--- src/design/lcr_pkg.sv ---
// Shared types and constants for the load cell reader.
// No dependencies; every other design file uses this package.
package lcr_pkg;

  localparam int DEF_SAMPLE_BITS  = 24;
  localparam int DEF_TARE_SAMPLES = 20;

  localparam int CFG_IDX_W  = 8;
  localparam int CFG_DATA_W = 32;

  // register map
  localparam logic [CFG_IDX_W-1:0] REG_HALF_PERIOD = 8'd0;
  localparam logic [CFG_IDX_W-1:0] REG_TIMEOUT     = 8'd1;
  localparam logic [CFG_IDX_W-1:0] REG_GAIN_PULSES = 8'd2;
  localparam logic [CFG_IDX_W-1:0] REG_SCALE       = 8'd3;

  localparam logic [15:0]        RST_HALF_PERIOD = 16'd100;
  localparam logic [31:0]        RST_TIMEOUT     = 32'd50000000;
  localparam logic [1:0]         RST_GAIN_PULSES = 2'd3;
  localparam logic signed [31:0] RST_SCALE       = 32'sd65536;

  typedef struct packed {
    logic [15:0]        half_period_ticks;
    logic [31:0]        timeout_ticks;
    logic [1:0]         gain_pulses;
    logic signed [31:0] scale_factor;
  } cfg_t;

  typedef enum logic [1:0] {
    PH_WAIT,
    PH_HIGH,
    PH_LOW
  } phase_t;

endpackage

--- src/design/lcr_if.sv ---
// Channel interfaces for the load cell reader: tick input, result output
// and configuration write. Depends on lcr_pkg.
interface lcr_in_if;
  logic valid;
  logic ready;
  logic dout_level;
  logic tare_button;

  modport source (output valid, dout_level, tare_button, input ready);
  modport sink   (input valid, dout_level, tare_button, output ready);
endinterface

interface lcr_out_if #(
  parameter int SAMPLE_BITS = lcr_pkg::DEF_SAMPLE_BITS
);
  logic                          valid;
  logic                          ready;
  logic                          sclk;
  logic                          sample_valid;
  logic signed [SAMPLE_BITS-1:0] raw_sample;
  logic signed [SAMPLE_BITS+32:0] weight;
  logic                          timed_out;
  logic                          taring;
  logic                          tare_done;
  logic signed [SAMPLE_BITS-1:0] offset_out;

  modport source (output valid, sclk, sample_valid, raw_sample, weight, timed_out,
                  taring, tare_done, offset_out, input ready);
  modport sink   (input valid, sclk, sample_valid, raw_sample, weight, timed_out,
                  taring, tare_done, offset_out, output ready);
endinterface

interface lcr_cfg_if;
  logic                            valid;
  logic                            ready;
  logic [lcr_pkg::CFG_IDX_W-1:0]   index;
  logic [lcr_pkg::CFG_DATA_W-1:0]  data;

  modport source (output valid, index, data, input ready);
  modport sink   (input valid, index, data, output ready);
endinterface

--- src/design/lcr_cfg_regs.sv ---
// Configuration register file for the load cell reader.
// Depends on lcr_pkg (cfg_t, register map, reset values).
module lcr_cfg_regs import lcr_pkg::*; (
  input  logic                  clk,
  input  logic                  rst_n,
  input  logic                  wr_valid,
  output logic                  wr_ready,
  input  logic [CFG_IDX_W-1:0]  wr_index,
  input  logic [CFG_DATA_W-1:0] wr_data,
  output cfg_t                  cfg
);

  cfg_t cfg_r;
  cfg_t cfg_nxt;

  assign wr_ready = 1'b1;
  assign cfg      = cfg_r;

  always_comb begin
    cfg_nxt = cfg_r;
    if (wr_valid) begin
      case (wr_index)
        REG_HALF_PERIOD: cfg_nxt.half_period_ticks = wr_data[15:0];
        REG_TIMEOUT:     cfg_nxt.timeout_ticks     = wr_data[31:0];
        REG_GAIN_PULSES: cfg_nxt.gain_pulses       = wr_data[1:0];
        REG_SCALE:       cfg_nxt.scale_factor      = $signed(wr_data[31:0]);
        default:         cfg_nxt = cfg_r;  // unknown index ignored
      endcase
    end
  end

  always_ff @(posedge clk) begin
    if (!rst_n) begin
      cfg_r.half_period_ticks <= RST_HALF_PERIOD;
      cfg_r.timeout_ticks     <= RST_TIMEOUT;
      cfg_r.gain_pulses       <= RST_GAIN_PULSES;
      cfg_r.scale_factor      <= RST_SCALE;
    end else begin
      cfg_r <= cfg_nxt;
    end
  end

endmodule

--- src/design/lcr_seq.sv ---
// Tick sequencer: input register, serial read state machine and tare
// accumulation. Depends on lcr_pkg (cfg_t, phase_t).
module lcr_seq import lcr_pkg::*; #(
  parameter int SAMPLE_BITS  = DEF_SAMPLE_BITS,
  parameter int TARE_SAMPLES = DEF_TARE_SAMPLES
) (
  input  logic                          clk,
  input  logic                          rst_n,
  input  logic                          in_valid,
  output logic                          in_ready,
  input  logic                          dout_level,
  input  logic                          tare_button,
  input  cfg_t                          cfg,
  output logic                          m_valid,
  input  logic                          m_ready,
  output logic                          m_sclk,
  output logic                          m_sample_valid,
  output logic signed [SAMPLE_BITS-1:0] m_raw,
  output logic                          m_timed_out,
  output logic                          m_taring,
  output logic                          m_tare_done,
  output logic signed [SAMPLE_BITS+4:0] m_tare_sum
);

  localparam int SUM_W = SAMPLE_BITS + 5;
  localparam int BC_W  = $clog2(SAMPLE_BITS + 4);
  localparam int TC_W  = $clog2(TARE_SAMPLES + 1);

  // stage 1: tick register
  logic v1_r, dout1_r, btn1_r;
  // stage 2: result of the state update
  logic v2_r;
  logic en1, en2, go;

  // read state
  phase_t                   phase_r, phase_nxt;
  logic                     pend_r, pend_nxt;
  logic                     active_r, active_nxt;
  logic                     held_r, held_nxt;
  logic [BC_W-1:0]          bc_r, bc_nxt;
  logic [SAMPLE_BITS-1:0]   shift_r, shift_nxt;
  logic [31:0]              timer_r, timer_nxt;
  logic signed [SUM_W-1:0]  sum_r, sum_nxt;
  logic [TC_W-1:0]          cnt_r, cnt_nxt;
  logic                     lastto_r, lastto_nxt;

  // per tick results
  logic                          sclk_c, sv_c, done_c, fin, fin_to;
  logic signed [SAMPLE_BITS-1:0] raw_c, r_c;
  logic signed [SUM_W-1:0]       sum_out_c, sum_add;
  logic [15:0]                   hp;
  logic [31:0]                   t_inc;
  logic [BC_W-1:0]               bc_lim;
  logic [TC_W-1:0]               cnt_inc;

  assign en2      = !v2_r || m_ready;
  assign en1      = !v1_r || en2;
  assign in_ready = en1;
  assign go       = v1_r && en2;
  assign m_valid  = v2_r;

  assign hp     = (cfg.half_period_ticks == 16'd0) ? 16'd1 : cfg.half_period_ticks;
  assign t_inc  = timer_r + 32'd1;
  assign bc_lim = BC_W'(SAMPLE_BITS) + BC_W'(cfg.gain_pulses);

  always_comb begin
    phase_nxt  = phase_r;
    pend_nxt   = pend_r | (btn1_r & ~held_r);
    held_nxt   = btn1_r;
    active_nxt = active_r;
    bc_nxt     = bc_r;
    shift_nxt  = shift_r;
    timer_nxt  = timer_r;
    sum_nxt    = sum_r;
    cnt_nxt    = cnt_r;
    lastto_nxt = lastto_r;
    sclk_c     = 1'b0;
    sv_c       = 1'b0;
    done_c     = 1'b0;
    fin        = 1'b0;
    fin_to     = 1'b0;
    raw_c      = '0;
    r_c        = '0;
    sum_add    = '0;
    cnt_inc    = '0;
    sum_out_c  = sum_r;

    case (phase_r)
      PH_WAIT: begin
        if (pend_nxt && !active_r) begin
          pend_nxt   = 1'b0;
          active_nxt = 1'b1;
          cnt_nxt    = '0;
          sum_nxt    = '0;
        end
        if (!dout1_r) begin
          phase_nxt = PH_HIGH;
          timer_nxt = '0;
          bc_nxt    = '0;
          shift_nxt = '0;
        end else if (timer_r >= cfg.timeout_ticks) begin
          timer_nxt = '0;
          fin       = 1'b1;
          fin_to    = 1'b1;
        end else begin
          timer_nxt = t_inc;
        end
      end
      PH_HIGH: begin
        sclk_c = 1'b1;
        if (t_inc >= {16'd0, hp}) begin
          if (bc_r < BC_W'(SAMPLE_BITS))
            shift_nxt = {shift_r[SAMPLE_BITS-2:0], dout1_r};
          bc_nxt    = bc_r + BC_W'(1);
          phase_nxt = PH_LOW;
          timer_nxt = '0;
        end else begin
          timer_nxt = t_inc;
        end
      end
      PH_LOW: begin
        if (t_inc >= {16'd0, hp}) begin
          timer_nxt = '0;
          if (bc_r >= bc_lim) begin
            phase_nxt = PH_WAIT;
            fin       = 1'b1;
          end else begin
            phase_nxt = PH_HIGH;
          end
        end else begin
          timer_nxt = t_inc;
        end
      end
      default: phase_nxt = PH_WAIT;
    endcase

    if (fin) begin
      r_c        = fin_to ? '0 : $signed(shift_r);
      lastto_nxt = fin_to;
      if (active_nxt) begin
        sum_add = sum_nxt + SUM_W'(r_c);
        cnt_inc = cnt_nxt + TC_W'(1);
        if (cnt_inc >= TC_W'(TARE_SAMPLES)) begin
          done_c     = 1'b1;
          active_nxt = 1'b0;
          cnt_nxt    = '0;
          sum_nxt    = '0;
          sum_out_c  = sum_add;
        end else begin
          cnt_nxt = cnt_inc;
          sum_nxt = sum_add;
        end
      end else begin
        sv_c  = 1'b1;
        raw_c = r_c;
      end
    end
  end

  always_ff @(posedge clk) begin
    if (!rst_n) begin
      v1_r     <= 1'b0;
      v2_r     <= 1'b0;
      phase_r  <= PH_WAIT;
      pend_r   <= 1'b1;
      active_r <= 1'b0;
      held_r   <= 1'b0;
      bc_r     <= '0;
      shift_r  <= '0;
      timer_r  <= '0;
      sum_r    <= '0;
      cnt_r    <= '0;
      lastto_r <= 1'b0;
    end else begin
      if (en1) v1_r <= in_valid;
      if (en2) v2_r <= v1_r;
      if (go) begin
        phase_r  <= phase_nxt;
        pend_r   <= pend_nxt;
        active_r <= active_nxt;
        held_r   <= held_nxt;
        bc_r     <= bc_nxt;
        shift_r  <= shift_nxt;
        timer_r  <= timer_nxt;
        sum_r    <= sum_nxt;
        cnt_r    <= cnt_nxt;
        lastto_r <= lastto_nxt;
      end
    end
  end

  // payload registers
  always_ff @(posedge clk) begin
    if (en1) begin
      dout1_r <= dout_level;
      btn1_r  <= tare_button;
    end
    if (go) begin
      m_sclk         <= sclk_c;
      m_sample_valid <= sv_c;
      m_raw          <= raw_c;
      m_timed_out    <= lastto_nxt;
      m_taring       <= active_nxt;
      m_tare_done    <= done_c;
      m_tare_sum     <= sum_out_c;
    end
  end

endmodule

--- src/design/lcr_scale.sv ---
// Offset and weight stages: tare average by reciprocal multiply, offset
// subtraction, then Q16.16 scaling into the result register. Depends on lcr_pkg.
module lcr_scale import lcr_pkg::*; #(
  parameter int SAMPLE_BITS  = DEF_SAMPLE_BITS,
  parameter int TARE_SAMPLES = DEF_TARE_SAMPLES
) (
  input  logic                           clk,
  input  logic                           rst_n,
  input  logic                           m_valid,
  output logic                           m_ready,
  input  logic                           m_sclk,
  input  logic                           m_sample_valid,
  input  logic signed [SAMPLE_BITS-1:0]  m_raw,
  input  logic                           m_timed_out,
  input  logic                           m_taring,
  input  logic                           m_tare_done,
  input  logic signed [SAMPLE_BITS+4:0]  m_tare_sum,
  input  logic signed [31:0]             scale_factor,
  output logic                           out_valid,
  input  logic                           out_ready,
  output logic                           out_sclk,
  output logic                           out_sample_valid,
  output logic signed [SAMPLE_BITS-1:0]  out_raw_sample,
  output logic signed [SAMPLE_BITS+32:0] out_weight,
  output logic                           out_timed_out,
  output logic                           out_taring,
  output logic                           out_tare_done,
  output logic signed [SAMPLE_BITS-1:0]  out_offset
);

  localparam int SUM_W = SAMPLE_BITS + 5;
  localparam int MAG_W = SUM_W - 1;        // |sum| < 2^MAG_W
  localparam int K     = MAG_W + 5;        // error below 2^(K-MAG_W) >= 32 > TARE_SAMPLES
  localparam longint unsigned RECIP = ((64'd1 << K) + TARE_SAMPLES - 1) / TARE_SAMPLES;
  localparam int RW    = $clog2(RECIP + 1);
  localparam int P_W   = MAG_W + RW;
  localparam int W_W   = SAMPLE_BITS + 33;

  logic v3_r, v4_r, en3, en4, go3;

  logic                          neg;
  logic [SUM_W-1:0]              sum_abs;
  logic [P_W-1:0]                prod;
  logic [SAMPLE_BITS-1:0]        q_mag;
  logic signed [SAMPLE_BITS-1:0] quot;
  logic signed [SAMPLE_BITS:0]   diff_c;
  logic signed [W_W-1:0]         weight_c;

  logic signed [SAMPLE_BITS-1:0] zo_r;

  logic                          sclk3_r, sv3_r, to3_r, taring3_r, done3_r;
  logic signed [SAMPLE_BITS-1:0] raw3_r, off3_r;
  logic signed [SAMPLE_BITS:0]   diff3_r;

  assign en4     = !v4_r || out_ready;
  assign en3     = !v3_r || en4;
  assign m_ready = en3;
  assign go3     = m_valid && en3;
  assign out_valid = v4_r;

  // divide by TARE_SAMPLES, truncating toward zero
  assign neg     = m_tare_sum[SUM_W-1];
  assign sum_abs = neg ? (~m_tare_sum + SUM_W'(1)) : m_tare_sum;
  assign prod    = P_W'(sum_abs[MAG_W-1:0]) * P_W'(RECIP);
  assign q_mag   = prod[K +: SAMPLE_BITS];
  assign quot    = neg ? $signed(~q_mag + SAMPLE_BITS'(1)) : $signed(q_mag);

  assign diff_c = m_sample_valid ?
                  ((SAMPLE_BITS+1)'(m_raw) - (SAMPLE_BITS+1)'(zo_r)) : '0;

  assign weight_c = W_W'(diff3_r) * W_W'(scale_factor);

  always_ff @(posedge clk) begin
    if (!rst_n) begin
      v3_r <= 1'b0;
      v4_r <= 1'b0;
      zo_r <= '0;
    end else begin
      if (en3) v3_r <= m_valid;
      if (en4) v4_r <= v3_r;
      if (go3 && m_tare_done) zo_r <= quot;
    end
  end

  always_ff @(posedge clk) begin
    if (go3) begin
      sclk3_r   <= m_sclk;
      sv3_r     <= m_sample_valid;
      raw3_r    <= m_raw;
      to3_r     <= m_timed_out;
      taring3_r <= m_taring;
      done3_r   <= m_tare_done;
      off3_r    <= m_tare_done ? quot : zo_r;
      diff3_r   <= diff_c;
    end
    if (v3_r && en4) begin
      out_sclk         <= sclk3_r;
      out_sample_valid <= sv3_r;
      out_raw_sample   <= raw3_r;
      out_weight       <= weight_c;
      out_timed_out    <= to3_r;
      out_taring       <= taring3_r;
      out_tare_done    <= done3_r;
      out_offset       <= off3_r;
    end
  end

endmodule

--- src/design/load_cell_adc_reader_with_tare.sv ---
// Top level of the load cell reader with tare.
// Depends on lcr_pkg, lcr_if, lcr_cfg_regs, lcr_seq and lcr_scale.
//
// Usage:
//   in_ch  : one item per timing tick, carrying the sampled data/ready pin
//            (dout_level) and the tare button level.
//   out_ch : exactly one result item per tick: the serial clock level for
//            that tick, plus sample_valid/raw_sample/weight when a read ends
//            outside taring, timeout flag, taring status, tare_done pulse
//            and the stored offset.
//   cfg_ch : register writes (0 half period, 1 timeout, 2 gain pulses,
//            3 Q16.16 scale); always ready, write only while idle.
// From tick accept to result an item passes four registered stages: tick
//   register, read state update, offset stage (tare average by reciprocal
//   multiply), weight multiply into the result register.
// Throughput is one tick per cycle while out_ch is ready; the state machine's
//   loop holds no extra register, so every stage can take a new item each cycle.
// Reset: config returns to defaults, the pipeline empties and a tare is
//   pending, so the first TARE_SAMPLES reads are averaged into the offset.
// Receiver stall: results hold in the output register; upstream stages keep
//   filling, and in_ch.ready drops only once all four stages are full.
module load_cell_adc_reader_with_tare import lcr_pkg::*; #(
  parameter int SAMPLE_BITS  = DEF_SAMPLE_BITS,
  parameter int TARE_SAMPLES = DEF_TARE_SAMPLES
) (
  input  logic        clk,
  input  logic        rst_n,
  lcr_in_if.sink      in_ch,
  lcr_out_if.source   out_ch,
  lcr_cfg_if.sink     cfg_ch
);

  cfg_t cfg;

  // sequencer -> offset/weight stages
  logic                          m_valid, m_ready;
  logic                          m_sclk, m_sample_valid, m_timed_out;
  logic                          m_taring, m_tare_done;
  logic signed [SAMPLE_BITS-1:0] m_raw;
  logic signed [SAMPLE_BITS+4:0] m_tare_sum;

  lcr_cfg_regs u_cfg (
    .clk      (clk),
    .rst_n    (rst_n),
    .wr_valid (cfg_ch.valid),
    .wr_ready (cfg_ch.ready),
    .wr_index (cfg_ch.index),
    .wr_data  (cfg_ch.data),
    .cfg      (cfg)
  );

  lcr_seq #(
    .SAMPLE_BITS  (SAMPLE_BITS),
    .TARE_SAMPLES (TARE_SAMPLES)
  ) u_seq (
    .clk            (clk),
    .rst_n          (rst_n),
    .in_valid       (in_ch.valid),
    .in_ready       (in_ch.ready),
    .dout_level     (in_ch.dout_level),
    .tare_button    (in_ch.tare_button),
    .cfg            (cfg),
    .m_valid        (m_valid),
    .m_ready        (m_ready),
    .m_sclk         (m_sclk),
    .m_sample_valid (m_sample_valid),
    .m_raw          (m_raw),
    .m_timed_out    (m_timed_out),
    .m_taring       (m_taring),
    .m_tare_done    (m_tare_done),
    .m_tare_sum     (m_tare_sum)
  );

  // scale factor is read straight from config; the user must change it only while idle (not enforced here)
  lcr_scale #(
    .SAMPLE_BITS  (SAMPLE_BITS),
    .TARE_SAMPLES (TARE_SAMPLES)
  ) u_scale (
    .clk              (clk),
    .rst_n            (rst_n),
    .m_valid          (m_valid),
    .m_ready          (m_ready),
    .m_sclk           (m_sclk),
    .m_sample_valid   (m_sample_valid),
    .m_raw            (m_raw),
    .m_timed_out      (m_timed_out),
    .m_taring         (m_taring),
    .m_tare_done      (m_tare_done),
    .m_tare_sum       (m_tare_sum),
    .scale_factor     (cfg.scale_factor),
    .out_valid        (out_ch.valid),
    .out_ready        (out_ch.ready),
    .out_sclk         (out_ch.sclk),
    .out_sample_valid (out_ch.sample_valid),
    .out_raw_sample   (out_ch.raw_sample),
    .out_weight       (out_ch.weight),
    .out_timed_out    (out_ch.timed_out),
    .out_taring       (out_ch.taring),
    .out_tare_done    (out_ch.tare_done),
    .out_offset       (out_ch.offset_out)
  );

endmodule

--- src/flat_wrapper.sv ---
// flat-port wrapper written by rule: the top's interface ports become plain ports
module load_cell_adc_reader_with_tare_flat import lcr_pkg::*;
#(
  parameter int SAMPLE_BITS  = DEF_SAMPLE_BITS,
  parameter int TARE_SAMPLES = DEF_TARE_SAMPLES
)
  (clk, rst_n, in_ch_valid, in_ch_dout_level, in_ch_tare_button, in_ch_ready, out_ch_valid, out_ch_sclk, out_ch_sample_valid, out_ch_raw_sample, out_ch_weight, out_ch_timed_out, out_ch_taring, out_ch_tare_done, out_ch_offset_out, out_ch_ready, cfg_ch_valid, cfg_ch_index, cfg_ch_data, cfg_ch_ready);
  lcr_in_if in_ch_i ();
  lcr_out_if #(.SAMPLE_BITS(SAMPLE_BITS)) out_ch_i ();
  lcr_cfg_if cfg_ch_i ();
  input  logic clk;
  input  logic rst_n;
  input wire logic [$bits(in_ch_i.valid)-1:0] in_ch_valid;
  input wire logic [$bits(in_ch_i.dout_level)-1:0] in_ch_dout_level;
  input wire logic [$bits(in_ch_i.tare_button)-1:0] in_ch_tare_button;
  output wire logic [$bits(in_ch_i.ready)-1:0] in_ch_ready;
  output wire logic [$bits(out_ch_i.valid)-1:0] out_ch_valid;
  output wire logic [$bits(out_ch_i.sclk)-1:0] out_ch_sclk;
  output wire logic [$bits(out_ch_i.sample_valid)-1:0] out_ch_sample_valid;
  output wire logic [$bits(out_ch_i.raw_sample)-1:0] out_ch_raw_sample;
  output wire logic [$bits(out_ch_i.weight)-1:0] out_ch_weight;
  output wire logic [$bits(out_ch_i.timed_out)-1:0] out_ch_timed_out;
  output wire logic [$bits(out_ch_i.taring)-1:0] out_ch_taring;
  output wire logic [$bits(out_ch_i.tare_done)-1:0] out_ch_tare_done;
  output wire logic [$bits(out_ch_i.offset_out)-1:0] out_ch_offset_out;
  input wire logic [$bits(out_ch_i.ready)-1:0] out_ch_ready;
  input wire logic [$bits(cfg_ch_i.valid)-1:0] cfg_ch_valid;
  input wire logic [$bits(cfg_ch_i.index)-1:0] cfg_ch_index;
  input wire logic [$bits(cfg_ch_i.data)-1:0] cfg_ch_data;
  output wire logic [$bits(cfg_ch_i.ready)-1:0] cfg_ch_ready;
  assign in_ch_i.valid = in_ch_valid;
  assign in_ch_i.dout_level = in_ch_dout_level;
  assign in_ch_i.tare_button = in_ch_tare_button;
  assign in_ch_ready = in_ch_i.ready;
  assign out_ch_valid = out_ch_i.valid;
  assign out_ch_sclk = out_ch_i.sclk;
  assign out_ch_sample_valid = out_ch_i.sample_valid;
  assign out_ch_raw_sample = out_ch_i.raw_sample;
  assign out_ch_weight = out_ch_i.weight;
  assign out_ch_timed_out = out_ch_i.timed_out;
  assign out_ch_taring = out_ch_i.taring;
  assign out_ch_tare_done = out_ch_i.tare_done;
  assign out_ch_offset_out = out_ch_i.offset_out;
  assign out_ch_i.ready = out_ch_ready;
  assign cfg_ch_i.valid = cfg_ch_valid;
  assign cfg_ch_i.index = cfg_ch_index;
  assign cfg_ch_i.data = cfg_ch_data;
  assign cfg_ch_ready = cfg_ch_i.ready;
  load_cell_adc_reader_with_tare #(.SAMPLE_BITS(SAMPLE_BITS), .TARE_SAMPLES(TARE_SAMPLES)) u_core (.clk(clk), .rst_n(rst_n), .in_ch(in_ch_i), .out_ch(out_ch_i), .cfg_ch(cfg_ch_i));
endmodule
--- config.mk ---
export PLATFORM = sky130hd
export DESIGN_NAME = load_cell_adc_reader_with_tare_flat
export DESIGN_NICKNAME = d
export VERILOG_FILES = /design/src/design/lcr_pkg.sv /design/src/design/lcr_if.sv /design/src/design/lcr_cfg_regs.sv /design/src/design/lcr_seq.sv /design/src/design/lcr_scale.sv /design/src/design/load_cell_adc_reader_with_tare.sv /design/src/flat_wrapper.sv
export SDC_FILE = /design/constraint.sdc
export NUM_CORES = 2
export LEC_CHECK = 0
export BUFFER_PORTS_ARGS = -buffer_cell sky130_fd_sc_hd__buf_4
export CAP_MARGIN = 20
export CORE_UTILIZATION = 40
export DETAILED_ROUTE_END_ITERATION = 7
export SYNTH_ARGS = -nofsm -noshare
export SYNTH_HDL_FRONTEND = slang
export SYNTH_SLANG_ARGS = --single-unit
--- constraint.sdc ---
create_clock -name clk -period 18.8 [get_ports clk]
set_input_delay 0.94 -clock clk [delete_from_list [all_inputs] [get_ports clk]]
set_output_delay 0.94 -clock clk [all_outputs]
set_load 0.05 [all_outputs]
==> results by stage <==
CTS:
- The later pin in the worst-skew pair is clocked with a latency of 0.67 ns.
- Once the clock tree was built, the setup fixing pass inserted 0 buffers.
- The maximum level of the CTS H-tree is 2.
- The clock edge transition at the registers on the reported setup and hold paths is around 0.070 ns.
- The TritonCTS clock tree is done.
- The total CTS buffers is 56.
- The number of hold-repair buffers added at the cts stage is 0.
- The deepest clock path buffer count is 3.
- Counting every sink on the clock net gives 459.
- The tree is rooted in a clkbuf_16.
- The number of instances resized during post-cts repair is 0.

Global route:
- In the global route stage, overall resource usage came out at 23.3%.
- Entering global routing, the biggest net connects 110 pins.
- The initial antenna violation count is 13.
- The first global-routing pass estimated between 200 and 300 mm of wire.
- The number of global-route vias before repair came to slightly below 50000.
- Summed over all layers, the global routing overflow is 0.

Worst setup path:
- Of all nets on the critical path, the largest fanout is 6.
- The reg2reg setup slack is roughly 8 ns.
- The worst flop-to-flop path startpoint is u_core.u_seq.m_tare_sum[7].
- The sort of element at the end of the critical path is a register.
- For this design, the slowest cell found on the critical path is or4_1.
- Measured in cells, the most critical reg-to-reg path has a length of 31.
- The cell repeated most along the worst path is fa_1.
- STA classifies the critical path startpoint as a register.
- In this design, the stage delay of the slowest critical-path cell is between 0.6 and 0.7 ns.
- The timing startpoint of the critical path is u_core.u_seq.m_tare_sum[7].
- The worst endpoint required time is around 19 ns.
- Data on the critical path arrives at its endpoint at between 10 and 15 ns.
- The category of the critical setup timing path is register to register.
- The worst flop-to-flop path endpoint is u_core.u_scale.off3_r[23].

Yosys:
- The commonest cells after synthesis are 1310 x inv_1, 1116 x fa_1, 778 x nand2_1, 536 x ha_1, 356 x and2_1.
- The number of distinct library cells after synthesis is 98.
- Yosys printed 0 warnings.
- Counting every instance in the synthesized netlist gives 6578.
- The cell area after synthesis is 0.0632 sq mm.
- The mean instance size in the synthesized netlist is 9.61 sq um.
- Counting every net in the synthesized netlist gives 8277.
- The portion of the post-synthesis area used by sequential elements is 18.5%.
- Yosys attributes the largest share of cell area to fa_1 35%, edfxtp_1 12%, ha_1 11%.
- Synthesis inferred 459 register bits.
- Yosys mapped a number of flops with a built-in enable equal to 248.
- The main flop type after synthesis is edfxtp_1.
- Among all cell types in the netlist, the one instantiated most often is inv_1.
- Summed over its instances, the top area cell type makes up 35.4% of the synthesized netlist area.
- The post-synthesis async set-or-reset flop share is 0%.
- Summed over all instances, the cell type with the most area after synthesis is fa_1.

STA:
- Setup repair after global routing left no endpoint under its margin.
- In this run the tightest slew margin relative to its limit is 25.9%.
- The worst path in the final design needs a cycle of 10.91 ns, including I/O delays and setup.
- The worst clock skew on the final layout is 0.0311 ns.
- The count of endpoints failing hold in the final timing report is 0.
- The setup TNS after final layout is 0 ns.
- The slew at the pin closest to its max-slew limit is 1.11 ns.
- The final-report max-slew violation count is 0.
- The worst path uses between 50% and 60% of the clock period.
- The setup violation total in the final timing report is 0.
- The achievable clock frequency is 91.6 MHz.

Detailed routing:
- In this run the remaining antenna-violating nets after routing total 0.
- The initial detailed-routing violation count is 2893.
- In the routed design, unresolved DRC markers number 0.
- Detailed routing placed a total of about 84 mm of wire on met2.
- The final route contains approximately 46000 vias.
- The wire length on met3 is 12.9 mm.
- The pre-antenna-repair detailed-routing pass consisted of 5 iterations.
- The total routed wire length on the met1 layer is 80.0 mm.
- After detailed routing, the number of vias per cell comes to approximately 5.3.
- The routed design has 182 mm of wire.
- After detailed routing, the average wire length per cell comes to about 21 um.
- The highest layer touched by signal routing is met5.

Outcome:
- The flow ran to the end, and the final reports show no timing, DRC or antenna violations.

Min path:
- The number of cells on the worst hold path is 0.
- The path class of the tightest hold or removal check is register to register.
- In this run the most critical hold path is launched from u_core.u_scale.off3_r[4].
- The path with the worst hold slack has its endpoint at u_core.u_scale.out_offset[4].

Cells and area:
- The sequential cells in the finished layout cover a total of 0.0117 sq mm.
- The synthesis-to-layout area growth is 8.66%.
- The share of cells above drive strength 1 is 6.39%.
- The number of inserted filler cells in the final layout is 15183.
- In the final layout, the multi-input gates occupy 0.0455 sq mm.
- The layout net count is 8303.
- At the end of the flow the core is filled with cells to between 40 and 50%.

Power and ir drop:
- The ratio of total power to cell area is 34.6 mW/mm^2.
- The static leakage power is 0.0328 uW.
- The peak ir drop on the vdd network is ~0.075 mV.

Floorplan:
- The die covers 0.160 sq mm.
- The floorplan has 145 rows.
- The number of top-level pins is 160.
- Once the floorplan was initialized, standard cells occupied 40.4% of the core.
- The die is 399 um wide.
- From bottom edge to top edge, the die measures approximately 400 um.
- The core box area is 0.157 sq mm.

Placement:
- At the end of routability-driven placement, the weighted congestion stood at 0.946.
- The detailed placement HPWL is 145 mm.
- The count of buffers inserted at the top-level ports is 158.

Job:
- The tool flagged a number of max-cap violations equal to 0.
==> metrics by stage <==
| step | hold slack [ns] | total power, uW | setup slack, ns | cells | cell area, sq um |
|---|---|---|---|---|---|
| floorplan | 0.400 | 1150 | 9.19 | 6578 | 63200 |
| global placement | 0.404 | 1200 | 8.06 | 8597 | 66500 |
| detailed placement | 0.405 | 1200 | 7.90 | 8600 | 66500 |
| CTS | 0.415 | 2410 | 7.86 | 8705 | 68600 |
| global route | 0.424 | 2450 | 7.29 | 8709 | 68700 |
| finish | 0.423 | 2370 | 7.89 | 8710 | 68700 |
==> state kept, by name, summed over array words and instances, names as in the netlist, 2 cells and up <==
name and cells:
u_core.u_seq.phase_r 2, u_core.u_seq.cnt_r 5, u_core.u_cfg.cfg 82, u_core.u_seq.m_tare_sum 29, u_core.u_scale.zo_r 24, u_core.u_seq.bc_r 5
u_core.u_scale.raw3_r 24, u_core.u_scale.off3_r 24, u_core.u_seq.m_raw 24, u_core.u_scale.diff3_r 25, u_core.u_scale.out_raw_sample 24, u_core.u_scale.out_offset 24
u_core.u_seq.shift_r 24, u_core.u_seq.sum_r 29, u_core.u_seq.timer_r 32, u_core.u_scale.out_weight 57
==> worst max path at each step <==
stage / endpoint / cells past startpoint
after CTS: u_core.u_scale.off3_r[23] / 31
final: u_core.u_scale.off3_r[23] / 31
after global placement: u_core.u_scale.off3_r[23] / 31
after global routing: u_core.u_scale.off3_r[23] / 31
after floorplan: u_core.u_scale.off3_r[23] / 31
after detailed placement: u_core.u_scale.off3_r[21] / 31
==> metal layers <==
layer  up-vias  track usage, %
li1      20743               -
met1     23242            31.9
met2      1457            37.8
met3       293            4.14
met4        16            6.19
met5         -               0
==> cells by family after synthesis <==
group	share of synthesized area [%]
compound gates	8.32
xor+xnor	3.10
buf+inv	9.58
simple gates	13.7
flops	18.5
mux	0.833
fa+ha+maj	46.0
other cells	0.00593
==> report_power, final <==
group	internal [uW]	switching, uW	total (uW)
combinational	33.8	76.5	110
sequential	1060	5.90	1070
clock	710	488	1200
==> layout by cell type, fill, tap and decap left out, types with 60 or more instances in the layout <==
cell type	count
a21o_1	93
ha_1	536
buf_4	240
a21oi_1	251
fa_1	1116
inv_1	1309
o21ai_0	147
xor2_1	82
nand2_1	778
nand3_1	75
and2_1	355
xnor2_1	140
edfxtp_1	248
nand2b_1	60
nor2_1	241
dfxtp_1	211
==> critical path, delay by kind of cell (launching register included) <==
family / cells / cell delay (ns)
DFF: 1 / 0.45
buffers and inverters: 5 / 0.49
adders and majority gates: 8 / 3.93
muxes: 1 / 0.28
xor gates and xnor gates: 2 / 0.64
AOI/OAI and AO/OA: 8 / 2.01
and+or+nand+nor: 7 / 2.85
==> layout make-up <==
type                       count  area share (%)
tap                         2058            3.75
antenna                        1         0.00364
clock inverter                39           0.749
timing repair buffer         246            2.85
clock buffer                  66            2.22
inverter                    1311            7.17
multi-input combinational   4530            66.3
sequential                   459            17.0
(Power assumes the default switching activity.)
